$ cat config.mk
export PLATFORM = sky130hd
export DESIGN_NAME = tcw_ctrl
export DESIGN_NICKNAME = d
export VERILOG_FILES = /design/src/rtl/core/tcw_pkg.sv /design/src/rtl/core/tcw_ctrl.sv
export SDC_FILE = /design/constraint.sdc
export NUM_CORES = 1
export LEC_CHECK = 0
export BUFFER_PORTS_ARGS = -buffer_cell sky130_fd_sc_hd__buf_2
export CORE_MARGIN = 2
export CORE_UTILIZATION = 50
export CTS_CLUSTER_DIAMETER = 30
export CTS_CLUSTER_SIZE = 20
export DETAILED_ROUTE_END_ITERATION = 12
export PLACE_DENSITY = 0.74
export SLEW_MARGIN = 20
export SYNTH_ARGS = -nofsm -noshare
export SYNTH_HDL_FRONTEND = slang
export SYNTH_SLANG_ARGS = --single-unit
$ cat constraint.sdc
create_clock -name clk -period 7.5 [get_ports clk]
set_input_delay 0.75 -clock clk [delete_from_list [all_inputs] [get_ports clk]]
set_output_delay 0.75 -clock clk [all_outputs]
set_load 0.01 [all_outputs]
$ cat src/rtl/core/tcw_pkg.sv
`timescale 1ns / 1ps

package tcw_pkg;

    localparam int DEF_COLUMNS = 80;
    localparam int DEF_ROWS    = 25;

    localparam int CHAR_W  = 8;
    localparam int COLOR_W = 8;
    localparam int CELL_W  = 16;
    localparam int REQ_W   = 3;
    localparam int INDEX_W = 11;
    localparam int CROW_W  = 5;
    localparam int CCOL_W  = 7;

    localparam logic [CHAR_W-1:0]  NEWLINE_CODE = 8'd10;
    localparam logic [CHAR_W-1:0]  BLANK_CODE   = 8'd32;
    localparam logic [COLOR_W-1:0] RESET_COLOR  = 8'd7;

    typedef enum logic [REQ_W-1:0] {
        REQ_PUT     = 3'd0,
        REQ_BACK    = 3'd1,
        REQ_CLEAR   = 3'd2,
        REQ_RECOLOR = 3'd3,
        REQ_READ    = 3'd4
    } req_t;

    typedef enum logic [2:0] {
        ST_IDLE,
        ST_EXEC,
        ST_READ,
        ST_SWEEP,
        ST_DRAIN,
        ST_DONE
    } state_t;

    typedef enum logic [1:0] {
        WB_FILL,
        WB_COPY,
        WB_RECOLOR
    } wb_kind_t;

    typedef struct packed {
        logic [CCOL_W-1:0] cursor_col;
        logic [CROW_W-1:0] cursor_row;
        logic [CELL_W-1:0] cell_value;
    } result_t;

endpackage

$ cat src/rtl/core/tcw_ctrl.sv
`timescale 1ns / 1ps

module tcw_ctrl
    import tcw_pkg::*;
#(
    parameter int COLUMNS = DEF_COLUMNS,
    parameter int ROWS    = DEF_ROWS,
    parameter int AW      = $clog2(DEF_ROWS * DEF_COLUMNS)
)
(
    input  logic               clk,
    input  logic               rst_n,
    input  logic [COLOR_W-1:0] text_color,
    input  logic               in_valid,
    output logic               in_ready,
    input  logic [REQ_W-1:0]   in_req,
    input  logic [CHAR_W-1:0]  in_char,
    input  logic [INDEX_W-1:0] in_idx,
    output logic               res_valid,
    input  logic               res_ready,
    output result_t            res,
    output logic               mem_we,
    output logic [AW-1:0]      mem_waddr,
    output logic [CELL_W-1:0]  mem_wdata,
    output logic               mem_re,
    output logic [AW-1:0]      mem_raddr,
    input  logic [CELL_W-1:0]  mem_rdata
);

    localparam int CELLS = ROWS * COLUMNS;
    localparam int RW    = $clog2(ROWS);
    localparam int CW    = $clog2(COLUMNS);
    localparam logic [RW-1:0] ROW_LAST     = RW'(ROWS - 1);
    localparam logic [CW-1:0] COL_LAST     = CW'(COLUMNS - 1);
    localparam logic [AW-1:0] LAST_CELL    = AW'(CELLS - 1);
    localparam logic [AW-1:0] SCROLL_LIMIT = AW'(CELLS - COLUMNS);
    localparam logic [AW-1:0] COLS_A       = AW'(COLUMNS);

    state_t               state_reg, state_next;
    req_t                 req_reg, req_next;
    logic [CHAR_W-1:0]    char_reg, char_next;
    logic [INDEX_W-1:0]   idx_reg, idx_next;
    logic [AW-1:0]        addr_reg, addr_next;
    logic [RW-1:0]        row_reg, row_next;
    logic [CW-1:0]        col_reg, col_next;
    logic [CELL_W-1:0]    value_reg, value_next;
    logic [AW-1:0]        cnt_reg, cnt_next;
    wb_kind_t             mode_reg, mode_next;
    logic [COLOR_W-1:0]   fill_color_reg, fill_color_next;
    logic                 init_reg, init_next;
    logic                 wb_valid_reg, wb_valid_next;
    logic [AW-1:0]        wb_addr_reg, wb_addr_next;
    wb_kind_t             wb_kind_reg, wb_kind_next;

    logic                 is_newline;
    logic                 idx_in_range;
    logic [AW-1:0]        row_base;

    assign is_newline   = (char_reg == NEWLINE_CODE);
    assign idx_in_range = (32'(idx_reg) < 32'(CELLS));
    assign row_base     = AW'(AW'(row_reg) * COLS_A);

    // next state
    always_comb
    begin
        state_next = state_reg;
        case (state_reg)
            ST_IDLE:
            begin
                if (in_valid)
                begin
                    state_next = ST_EXEC;
                end
            end
            ST_EXEC:
            begin
                case (req_reg)
                    REQ_PUT:
                    begin
                        if (is_newline && row_reg == ROW_LAST)
                        begin
                            state_next = ST_SWEEP;
                        end
                        else
                        begin
                            state_next = ST_DONE;
                        end
                    end
                    REQ_CLEAR, REQ_RECOLOR: state_next = ST_SWEEP;
                    REQ_READ:               state_next = ST_READ;
                    default:                state_next = ST_DONE;
                endcase
            end
            ST_READ:  state_next = ST_DONE;
            ST_SWEEP:
            begin
                if (cnt_reg == LAST_CELL)
                begin
                    state_next = ST_DRAIN;
                end
            end
            ST_DRAIN: state_next = init_reg ? ST_IDLE : ST_DONE;
            ST_DONE:
            begin
                if (res_ready)
                begin
                    state_next = ST_IDLE;
                end
            end
            default:  state_next = ST_IDLE;
        endcase
    end

    // outputs and memory ports
    always_comb
    begin
        in_ready  = (state_reg == ST_IDLE);
        res_valid = (state_reg == ST_DONE);
        mem_we    = 1'b0;
        mem_waddr = wb_addr_reg;
        mem_wdata = {fill_color_reg, BLANK_CODE};
        mem_re    = 1'b0;
        mem_raddr = cnt_reg;
        if (wb_valid_reg)
        begin
            mem_we = 1'b1;
            case (wb_kind_reg)
                WB_COPY:    mem_wdata = mem_rdata;
                WB_RECOLOR: mem_wdata = {fill_color_reg, mem_rdata[CHAR_W-1:0]};
                default:    mem_wdata = {fill_color_reg, BLANK_CODE};
            endcase
        end
        else if (state_reg == ST_EXEC)
        begin
            mem_waddr = addr_reg;
            if (req_reg == REQ_PUT && !is_newline)
            begin
                mem_we    = 1'b1;
                mem_wdata = {text_color, char_reg};
            end
            else if (req_reg == REQ_BACK && col_reg != '0)
            begin
                mem_we    = 1'b1;
                mem_wdata = {text_color, BLANK_CODE};
            end
        end
        if (state_reg == ST_EXEC && req_reg == REQ_READ)
        begin
            mem_re    = idx_in_range;
            mem_raddr = AW'(idx_reg);
        end
        else if (state_reg == ST_SWEEP)
        begin
            if (mode_reg == WB_RECOLOR)
            begin
                mem_re = 1'b1;
            end
            else if (mode_reg == WB_COPY && cnt_reg < SCROLL_LIMIT)
            begin
                mem_re    = 1'b1;
                mem_raddr = AW'(cnt_reg + COLS_A);
            end
        end
    end

    // datapath
    always_comb
    begin
        req_next        = req_reg;
        char_next       = char_reg;
        idx_next        = idx_reg;
        addr_next       = addr_reg;
        row_next        = row_reg;
        col_next        = col_reg;
        value_next      = value_reg;
        cnt_next        = cnt_reg;
        mode_next       = mode_reg;
        fill_color_next = fill_color_reg;
        init_next       = init_reg;
        wb_valid_next   = 1'b0;
        wb_addr_next    = cnt_reg;
        wb_kind_next    = mode_reg;
        case (state_reg)
            ST_IDLE:
            begin
                if (in_valid)
                begin
                    req_next   = req_t'(in_req);
                    char_next  = in_char;
                    idx_next   = in_idx;
                    value_next = '0;
                    addr_next  = AW'(row_base + AW'(col_reg)
                                     - ((req_t'(in_req) == REQ_BACK) ? AW'(1) : AW'(0)));
                end
            end
            ST_EXEC:
            begin
                cnt_next        = '0;
                fill_color_next = text_color;
                case (req_reg)
                    REQ_PUT:
                    begin
                        if (is_newline)
                        begin
                            col_next = '0;
                            if (row_reg == ROW_LAST)
                            begin
                                mode_next = WB_COPY;
                            end
                            else
                            begin
                                row_next = row_reg + RW'(1);
                            end
                        end
                        else if (col_reg == COL_LAST)
                        begin
                            col_next = '0;
                            row_next = (row_reg == ROW_LAST) ? '0 : row_reg + RW'(1);
                        end
                        else
                        begin
                            col_next = col_reg + CW'(1);
                        end
                    end
                    REQ_BACK:
                    begin
                        if (col_reg != '0)
                        begin
                            col_next = col_reg - CW'(1);
                        end
                    end
                    REQ_CLEAR:
                    begin
                        mode_next = WB_FILL;
                        row_next  = '0;
                        col_next  = '0;
                    end
                    REQ_RECOLOR: mode_next = WB_RECOLOR;
                    default:     mode_next = mode_reg;
                endcase
            end
            ST_READ:
            begin
                if (idx_in_range)
                begin
                    value_next = mem_rdata;
                end
            end
            ST_SWEEP:
            begin
                wb_valid_next = 1'b1;
                if (mode_reg == WB_COPY && cnt_reg >= SCROLL_LIMIT)
                begin
                    wb_kind_next = WB_FILL;
                end
                if (cnt_reg != LAST_CELL)
                begin
                    cnt_next = cnt_reg + AW'(1);
                end
            end
            ST_DRAIN:
            begin
                init_next = 1'b0;
            end
            default:
            begin
                init_next = init_reg;
            end
        endcase
    end

    always_ff @(posedge clk or negedge rst_n)
    begin
        if (!rst_n)
        begin
            state_reg      <= ST_SWEEP;
            row_reg        <= '0;
            col_reg        <= '0;
            cnt_reg        <= '0;
            mode_reg       <= WB_FILL;
            fill_color_reg <= RESET_COLOR;
            init_reg       <= 1'b1;
            wb_valid_reg   <= 1'b0;
        end
        else
        begin
            state_reg      <= state_next;
            row_reg        <= row_next;
            col_reg        <= col_next;
            cnt_reg        <= cnt_next;
            mode_reg       <= mode_next;
            fill_color_reg <= fill_color_next;
            init_reg       <= init_next;
            wb_valid_reg   <= wb_valid_next;
        end
    end

    always_ff @(posedge clk)
    begin
        req_reg     <= req_next;
        char_reg    <= char_next;
        idx_reg     <= idx_next;
        addr_reg    <= addr_next;
        value_reg   <= value_next;
        wb_addr_reg <= wb_addr_next;
        wb_kind_reg <= wb_kind_next;
    end

    assign res.cell_value = value_reg;
    assign res.cursor_row = CROW_W'(row_reg);
    assign res.cursor_col = CCOL_W'(col_reg);

    a_cursor_range: assert property (@(posedge clk) disable iff (!rst_n)
        (32'(row_reg) < 32'(ROWS)) && (32'(col_reg) < 32'(COLUMNS)))
        else $error("cursor out of range");

    a_waddr_range: assert property (@(posedge clk) disable iff (!rst_n)
        mem_we |-> (32'(mem_waddr) < 32'(CELLS)))
        else $error("write beyond cell store");

    a_accept_busy: assert property (@(posedge clk) disable iff (!rst_n)
        (in_valid && in_ready) |=> !in_ready)
        else $error("accepted while busy");

    a_sweep_no_read_req: assert property (@(posedge clk) disable iff (!rst_n)
        wb_valid_reg |-> (state_reg == ST_SWEEP || state_reg == ST_DRAIN))
        else $error("write-back outside sweep");

endmodule

==> results.json, run 1 <==
{
  "status": "complete, no violations",
  "synth_top_family_by_area": "simple AND/OR/NAND/NOR gates",
  "synth-simple-area-share_pct": 18.3,
  "rr_startpoint": "row_reg[3]",
  "clk_path_buf_depth": 2,
  "drtPass1Iterations": 5,
  "max_freq_ghz": 0.274,
  "drt_wl_total_microns": 12900,
  "ant_nets": 0,
  "crit_path_start_kind": "register",
  "area_growth_pct": 16.1,
  "holdPathStages": 0,
  "path_cells": "or3b_1 -> nor2_1 -> nand2_1 -> o21ai_0 -> buf_2",
  "postCtsSetupRepairBufs": 0,
  "syn-cell-area_sq_um": 5590,
  "synthXorXnorAreaFrac_pct": 3.60,
  "post-place-cells": 795,
  "worst_ep_arrival_time_ns": 2.89,
  "n_antenna_cell": 0,
  "yosysMostFrequentCell": "nand2_1",
  "drv_cap": 0,
  "slew-limit-headroom_pct": 37.0,
  "synth_cell_type_count": 67,
  "synth_nets": 641,
  "worstPathMaxFanout": 18,
  "die-height_microns": 110,
  "reg2reg_to": "addr_reg[10]",
  "cts_made_buffers": 9,
  "grt_overflow_total": 0,
  "r2r_slack_ns": 4.57,
  "synth_fa_ha_area_share_pct": 8.54,
  "max_stage_delay_ns": 0.79,
  "fin_nets": 753,
  "synth-async-reset-ratio_pct": 38.0,
  "irDropWorstVdd_mv": 0.375,
  "pre_cts_slack_ns": 4.27,
  "row_count": 38,
  "setup_viol_count_final": 0,
  "r2r_cells": 10,
  "track_usage_pct": 21.9,
  "hold_buffers": 0,
  "largest_register_ffs": 16,
  "crit_required_ns": 6.75,
  "htreeDepth": 3,
  "syn_area_per_cell_sq_um": 10.1,
  "hpwl_microns": 9940,
  "crit_path_end": "mem_raddr[9]",
  "hold_class": "register to register",
  "floorplan.initialDensity_pct": 51.4,
  "core_area_sq_um": 10900,
  "gp_congestion": 0.891,
  "synthTopCellsByCount": "69 x nand2_1, 49 x edfxtp_1, 42 x inv_1",
  "grt_pass1_wl_microns": 20100,
  "via_count": 4531,
  "fin_crit_ns": 3.64,
  "path_clk_slew_ns": 0.12,
  "end_kind": "primary output",
  "final_cells": 811,
  "setup_tns_ns": 0,
  "route.detailed.drc": 0,
  "synth.top_cell.area_share_pct": 26.3,
  "ioPinCount": 120,
  "p_per_area_nw_per_um2": 386,
  "dieArea_sq_um": 12100,
  "synth_top_area_cell": "edfxtp_1",
  "grt_max_degree": 39,
  "yosysWarnings": 0,
  "postSynthCellCount": 554,
  "die_w_microns": 110,
  "critPathBufInv": 1,
  "crit_family": "simple AND/OR/NAND/NOR gates",
  "antenna_found_initial": 0,
  "synth.top_cells.by_area": "edfxtp_1 26%, dfrtp_1 14%, ha_1 7.8%",
  "drive_above_1_share_pct": 25.6,
  "finalPower_mw": 2.51,
  "synth-seq-cells": 100,
  "cp.depth": 5,
  "ys_seq_area_share_pct": 48.1,
  "first_iter_violations": 311,
  "path_class": "register to primary output",
  "port_buffers": 119,
  "slowest_stage": "nor2_1",
  "setup_slack_ns": 3.86,
  "wl_per_cell_microns": 15.9,
  "tightest_slew_ns": 0.941,
  "crit_start": "state_reg[0]",
  "grt_setup_unrepaired": "false",
  "clk-insertion-delay-late_ns": 0.38,
  "ys.flop_type": "edfxtp_1",
  "hold_viol_final": 0,
  "skew_ns": 0.0174,
  "final_max_slew_viol_count": 0,
  "synth_mux_area_share_pct": 3.33,
  "via_per_inst": 5.59,
  "synth_edf_count": 49,
  "p_leak_nw": 2.92,
  "hold_ws_ns": 0.432,
  "grt_pass1_vias": 4238,
  "clock-sinks": 100,
  "cts_resized": 0,
  "finalCritPeriodShare_pct": 48.6,
  "synth_compound_area_share_pct": 13.7,
  "cts_tree": "built",
  "root_buffer": "clkbuf_8"
}
[per-layer routing]
layer,track usage (%),vias up,wire length [microns]
met5,0,-,0
met1,28.6,2141,5680
met3,4.33,29,841
li1,-,2196,-
met2,35.4,165,6020
met4,9.86,0,364
[worst min-delay path by stage]
stage | start | slack, ns | endpoint
finish | mode_reg[1] | 0.43 | wb_kind_reg[1]
detailed placement | mode_reg[1] | 0.41 | wb_kind_reg[1]
global placement | mode_reg[1] | 0.40 | wb_kind_reg[1]
floorplan | cnt_reg[6] | 0.35 | wb_addr_reg[6]
CTS | mode_reg[1] | 0.44 | wb_kind_reg[1]
global route | mode_reg[1] | 0.46 | wb_kind_reg[1]
[worst register-to-register path: stages (launching register included)]
cell	delay, ns
dfrtp_1	0.48
ha_1	0.32
ha_1	0.21
inv_1	0.07
fa_1	0.44
ha_1	0.39
and4_1	0.25
a21oi_1	0.14
nand3_1	0.09
a21oi_1	0.19
xnor2_1	0.12
[stage by stage]
| stage | utilization (%) | instance area [sq um] |
|---|---|---|
| floorplan | - | 5590 |
| global placement | 57.8 | 6300 |
| detailed placement | 57.8 | 6300 |
| CTS | 59.6 | 6490 |
| global route | 59.6 | 6490 |
| finish | 59.6 | 6490 |
[cell type report]
class | count | area (sq um)
clock inverter | 7 | 70.1
multi-input combinational | 391 | 2660
sequential | 100 | 2690
timing repair buffer | 122 | 618
inverter | 42 | 158
clock buffer | 9 | 124
tap | 140 | 175
fill | 952 | 4400
[cells by family (layout without fill, tap and decap cells)]
group	Yosys count	in the layout
compound gates	116	116
xor+xnor	23	23
fa+ha+maj	37	37
buf+inv	63	180
flops	100	100
mux	17	17
simple gates	198	198
[cells in the final DEF (no fill, tap or decap), types with 14 or more instances in the layout]
master / n
a21oi_1: 29
and2_1: 21
buf_2: 119
dfrtp_1: 32
edfxtp_1: 49
ha_1: 35
inv_1: 42
nand2_1: 69
nand3_1: 14
nor2_1: 34
o21ai_0: 26
xnor2_1: 14
[where the power goes]
group / switching [mW] / internal (mW) / total, mW
clock network: 0.209 / 0.130 / 0.339
registers: 0.119 / 0.787 / 0.906
logic: 0.722 / 0.541 / 1.26
total: 1.05 / 1.46 / 2.51
Power figures use the tool's default switching activity.
==> run 2: changes to the inputs <==
- PLACE_DENSITY: 0.74 -> 0.77
- clock period: 7.5 -> 2.97 ns (I/O delays scaled with it)
==> results.json, run 2 (synthesis results as in run 1) <==
{
  "route.detailed.drc": 0,
  "cts_tree": "built",
  "antenna_found_initial": 0,
  "die_w_microns": 110,
  "p_int_mw": 3.83,
  "via_count": 4522,
  "root_buffer": "clkbuf_8",
  "hold_buffers": 0,
  "worstPathMaxFanout": 5,
  "port_buffers": 119,
  "setup_tns_ns": 0,
  "n_antenna_cell": 0,
  "power.switching_mw": 2.60,
  "drive_above_1_share_pct": 26.9,
  "clk-insertion-delay-late_ns": 0.37,
  "slew-limit-headroom_pct": 39.9,
  "post-place-cells": 804,
  "ant_nets": 0,
  "finalPower_mw": 6.43,
  "core_area_sq_um": 10900,
  "end_kind": "register",
  "drv_cap": 0,
  "hpwl_microns": 9990,
  "final_area_sq_um": 6580,
  "placed_cell_area_sq_um": 6370,
  "largest_register_ffs": 16,
  "drtPass1Iterations": 4,
  "final_cell_mix": "119 x buf_2, 69 x nand2_1, 49 x edfxtp_1",
  "row_count": 38,
  "skew_ns": 0.0118,
  "first_iter_violations": 295,
  "floorplan.initialDensity_pct": 51.4,
  "worst_ep_arrival_time_ns": 2.92,
  "max_freq_ghz": 0.358,
  "final_cells": 820,
  "tightest_slew_ns": 0.901,
  "p_leak_nw": 2.97,
  "grt_max_degree": 39,
  "path_clk_slew_ns": 0.10,
  "grt_setup_unrepaired": "false",
  "seqPwrFrac_pct": 35.4,
  "crit_path_start_kind": "register",
  "clkPwrFrac_pct": 14.1,
  "clock-sinks": 100,
  "path_class": "register to register",
  "gp_congestion": 0.896,
  "finalCritPeriodShare_pct": 94.1,
  "status": "complete, no violations",
  "ioPinCount": 120,
  "grt_overflow_total": 0,
  "htreeDepth": 3,
  "final_max_slew_viol_count": 0,
  "p_per_area_nw_per_um2": 976,
  "setup_viol_count_final": 0,
  "die-height_microns": 110,
  "clk_path_buf_depth": 2,
  "fin_crit_ns": 2.79,
  "area_growth_pct": 17.7,
  "fillers": 944,
  "postCtsSetupRepairBufs": 0,
  "crit_required_ns": 3.09,
  "drt_wl_total_microns": 13200,
  "via_per_inst": 5.51,
  "hold_viol_final": 0,
  "comb_power_share_pct": 50.5,
  "track_usage_pct": 22.9,
  "post-route-util_pct": 60.5,
  "irDropWorstVdd_mv": 1.10,
  "grt_pass1_wl_microns": 21300,
  "cts_made_buffers": 9,
  "fin_nets": 762,
  "dieArea_sq_um": 12100,
  "p_sw_share_pct": 40.4,
  "wl_per_cell_microns": 16.0,
  "layout_commonest_cell": "buf_2",
  "hold_class": "primary input to asynchronous set/reset pin",
  "grt_pass1_vias": 4387
}
-- run 2: changes by cell type in the layout (fill, tap and decap cells not counted), sizes merged --
cell    before  now
buf        122  131
clkbuf       9   14
clkinv       4    2
inv         45   42
-- run 2: critical path: stages (launching register included) --
cell	delay, ns
dfrtp_1	0.40
ha_1	0.30
ha_1	0.21
inv_1	0.08
fa_1	0.45
ha_1	0.39
and4_1	0.24
a21oi_1	0.14
nand3_1	0.08
a21oi_1	0.18
xnor2_1	0.08
-- run 2: worst paths after layout --
path / start / endpoint / slack (ns) / cells after the start
worst max-delay path: row_reg[1] / addr_reg[10] / 0.18 / 10
worst min-delay path: rst_n / col_reg[3] / 0.04 / 1
worst max register to register: row_reg[1] / addr_reg[10] / 0.18 / 10
worst min register to register: mode_reg[1] / wb_kind_reg[1] / 0.44 / 0
max in group asynchronous: rst_n / col_reg[2] / 2.31 / 1
min in group clk: in_char[6] / char_reg[6] / 0.10 / 1
-- run 2: what timing repair did --
action,4_1_cts,5_1_grt
hold endpoints to repair,0,0
setup endpoints to repair,0,9
resized for setup,0,6
-- run 2: stage by stage --
step,hold slack [ns],setup slack (ns)
floorplan,0.00141,0.264
global placement,0.413,0.289
detailed placement,0.420,0.193
CTS,0.0654,0.0626
global route,0.0759,0.0125
finish,0.0437,0.176
-- run 2: cell type report --
cell class | count | area (sq um) | share of cell area (%)
clock buffers | 14 | 195 | 2.97
clock inverters | 2 | 13.8 | 0.209
inverters | 42 | 158 | 2.39
multi-input cells | 391 | 2660 | 40.4
flip-flops and latches | 100 | 2690 | 40.9
well taps | 140 | 175 | 2.66
repair buffers | 131 | 686 | 10.4
-- run 2: per-layer routing --
| metal | vias to the layer above | global-route usage (%) | routed length (microns) | part of all wire [%] |
|---|---|---|---|---|
| met5 | - | 0 | 0 | 0 |
| met4 | 0 | 7.14 | 161 | 1.2 |
| met3 | 14 | 5.10 | 793 | 6.0 |
| met2 | 160 | 37.2 | 6080 | 46 |
| met1 | 2142 | 30.5 | 6120 | 47 |
| li1 | 2206 | - | - | - |
-- run 2: power groups by stage --
stage	Combinational [mW]	Sequential [mW]	Clock (mW)
6_report	3.25	2.27	0.907
5_1_grt	3.67	2.33	0.976
4_1_cts	3.24	2.27	0.921
3_5_place_dp	3.22	2.30	0
3_3_place_gp	3.13	2.27	0
2_1_floorplan	2.28	2.26	0
==> run 3: changes to the inputs <==
- ABC_AREA: default -> 1
- CELL_PAD_IN_SITES_DETAIL_PLACEMENT: default -> 0
- CELL_PAD_IN_SITES_GLOBAL_PLACEMENT: default -> 1
- CORE_UTILIZATION: 50 -> 41
- PLACE_DENSITY: 0.77 -> default
- PLACE_DENSITY_LB_ADDON: default -> 0.1
- clock period: 2.97 -> 2.7 ns (I/O delays scaled with it)
==> results.json, run 3 <==
{
  "p_sw_share_pct": 43.4,
  "ys.flop_type": "edfxtp_1",
  "syn_area_per_cell_sq_um": 7.95,
  "hp-start": "in_idx[3]",
  "ys_seq_area_share_pct": 45.1,
  "antenna_found_initial": 0,
  "crit_required_ns": 2.82,
  "drv_cap": 0,
  "max_freq_ghz": 0.389,
  "fin_crit_ns": 2.57,
  "wl_per_cell_microns": 14.5,
  "status": "complete, no violations",
  "dieArea_sq_um": 15500,
  "yosysWarnings": 0,
  "multiInputGateArea_sq_um": 2760,
  "track_usage_pct": 20.5,
  "first_iter_violations": 313,
  "finalCritPeriodShare_pct": 95.3,
  "via_count": 5277,
  "clk-insertion-delay-late_ns": 0.35,
  "synthTopCellsByCount": "211 x nand2_1, 105 x inv_1, 62 x nand3_1",
  "n_antenna_cell": 0,
  "postSynthCellCount": 751,
  "die_w_microns": 125,
  "drtPass1Iterations": 5,
  "htreeDepth": 3,
  "route.detailed.drc": 0,
  "placed_cell_area_sq_um": 6810,
  "cts_made_buffers": 9,
  "drive_above_1_share_pct": 21.2,
  "clk_path_buf_depth": 2,
  "final_max_slew_viol_count": 0,
  "die-height_microns": 125,
  "power.switching_mw": 3.46,
  "synth_nets": 838,
  "hold_ws_ns": 0.0865,
  "skew_ns": 0.00631,
  "area_growth_pct": 20.3,
  "holdPathStages": 1,
  "synth_cell_type_count": 41,
  "reg2reg_to": "addr_reg[9]",
  "synth_top_area_cell": "edfxtp_1",
  "largest_register_ffs": 16,
  "drt_wl_total_microns": 15600,
  "via_per_inst": 4.93,
  "ant_nets": 0,
  "setup_slack_ns": 0.128,
  "syn-cell-area_sq_um": 5970,
  "seqPwrFrac_pct": 31.6,
  "hold_viol_final": 0,
  "synth.top_cell.area_share_pct": 24.6,
  "fin_nets": 969,
  "tightest_slew_ns": 0.524,
  "regArea_sq_um": 2690,
  "fillers": 1406,
  "r2r_cells": 11,
  "clkPwrFrac_pct": 17.4,
  "grt_pass1_vias": 5072,
  "p_int_mw": 4.52,
  "grt_overflow_total": 0,
  "hold_class": "primary input to register",
  "port_buffers": 119,
  "worst_ep_arrival_time_ns": 2.69,
  "rr_startpoint": "row_reg[1]",
  "p_leak_nw": 3.68,
  "path_class": "register to register",
  "irDropWorstVdd_mv": 0.482,
  "core_area_sq_um": 14400,
  "synth-async-reset-ratio_pct": 38.0,
  "ioPinCount": 120,
  "synth-seq-cells": 100,
  "r2r_slack_ns": 0.13,
  "layout_commonest_cell": "nand2_1",
  "synth_edf_count": 49,
  "synth.top_cells.by_area": "edfxtp_1 25%, dfrtp_1 13%, nand2_1 13%",
  "crit_path_start_kind": "register",
  "setup_viol_count_final": 0,
  "p_per_area_nw_per_um2": 1110,
  "grt_max_degree": 39,
  "final_area_sq_um": 7180,
  "min_delay_worst_endpoint": "idx_reg[3]",
  "clock-sinks": 100,
  "slew-limit-headroom_pct": 64.9,
  "gp_congestion": 0.850,
  "worstPathMaxFanout": 5,
  "grt_setup_unrepaired": "true",
  "comb_power_share_pct": 51.0,
  "pre_cts_slack_ns": 0.126,
  "hpwl_microns": 11800,
  "grt_pass1_wl_microns": 25500,
  "cts_tree": "built",
  "path_clk_slew_ns": 0.07,
  "end_kind": "register",
  "row_count": 44,
  "final_cell_mix": "211 x nand2_1, 119 x buf_2, 105 x inv_1",
  "root_buffer": "clkbuf_16",
  "yosysMostFrequentCell": "nand2_1",
  "floorplan.initialDensity_pct": 41.5
}
## run 3: cell count changes after synthesis, sizes merged, moves of 8 or more
| cell | previous run | this run |
|---|---|---|
| a21oi | 29 | 15 |
| and2 | 21 | 2 |
| inv | 42 | 113 |
| mux2 | 13 | 0 |
| nand2 | 69 | 219 |
| nand2b | 8 | 0 |
| nand3 | 15 | 64 |
| nand4 | 5 | 25 |
| nor2 | 35 | 62 |
| o21ai | 28 | 58 |
| xnor2 | 14 | 3 |
## run 3: repair_timing
item                                   CTS  global route
hold buffers                             0             1
setup buffers                            0             0
setup endpoints to repair                0             2
endpoints found under the hold margin    0             9
resized for setup                        0             5
## run 3: how the worst max path moves through the flow
stage	slack (ns)	to	from
after floorplan	0.20	addr_reg[10]	row_reg[3]
after global placement	0.17	addr_reg[10]	row_reg[2]
after detailed placement	0.13	addr_reg[10]	row_reg[2]
after CTS	0.11	addr_reg[10]	row_reg[2]
after global routing	-0.02	addr_reg[9]	row_reg[1]
final	0.13	addr_reg[9]	row_reg[1]
## run 3: area by class of cell
type                       instances  share of cell area, %
timing repair buffer             136                   10.3
tap                              184                   3.21
multi-input combinational        520                   38.5
inverter                         115                   6.06
clock inverter                     5                  0.802
sequential                       100                   37.5
clock buffer                      11                   3.68
## run 3: through the flow
stage	std cells	utilization [%]	TNS [ns]	total power, mW
CTS	1069	49.7	0	8.02
global route	1071	50.0	-0.0163	8.73
detailed placement	1053	47.4	0	6.60
global placement	1053	47.4	0	6.52
floorplan	751	-	0	5.38
finish	1071	50.0	0	7.98
## run 3: kinds of logic after synthesis
family / count (synthesis) / share of synthesized area (%)
buf+inv: 131 / 8.91
simple gates: 379 / 27.8
fa+ha+maj: 37 / 8.01
xor+xnor: 14 / 2.05
flops: 100 / 45.1
compound gates: 90 / 8.22
## run 3: power by group through the flow
stage | Combinational, mW | Sequential (mW) | Clock, mW
3_5_place_dp | 4.05 | 2.55 | 0
3_3_place_gp | 3.99 | 2.54 | 0
4_1_cts | 4.07 | 2.52 | 1.43
6_report | 4.07 | 2.52 | 1.39
5_1_grt | 4.66 | 2.58 | 1.49
2_1_floorplan | 2.77 | 2.61 | 0
## run 3: critical path: stages, from the launching register on
cell and delay (ns):
dfrtp_1 0.38, ha_1 0.31, ha_1 0.20, inv_1 0.08, fa_2 0.45, ha_1 0.37, inv_1 0.10, o21bai_1 0.06
a31oi_1 0.21, nand2_1 0.08, nand2_1 0.06, nand2_1 0.04
## run 3: metal layers
layer / vias to the layer above / routed length [microns] / track usage, %
met5: - / 0 / 0
met4: 0 / 274 / 5.95
met3: 17 / 659 / 4.12
met2: 121 / 7670 / 34.9
met1: 2435 / 6950 / 26.6
li1: 2704 / - / -
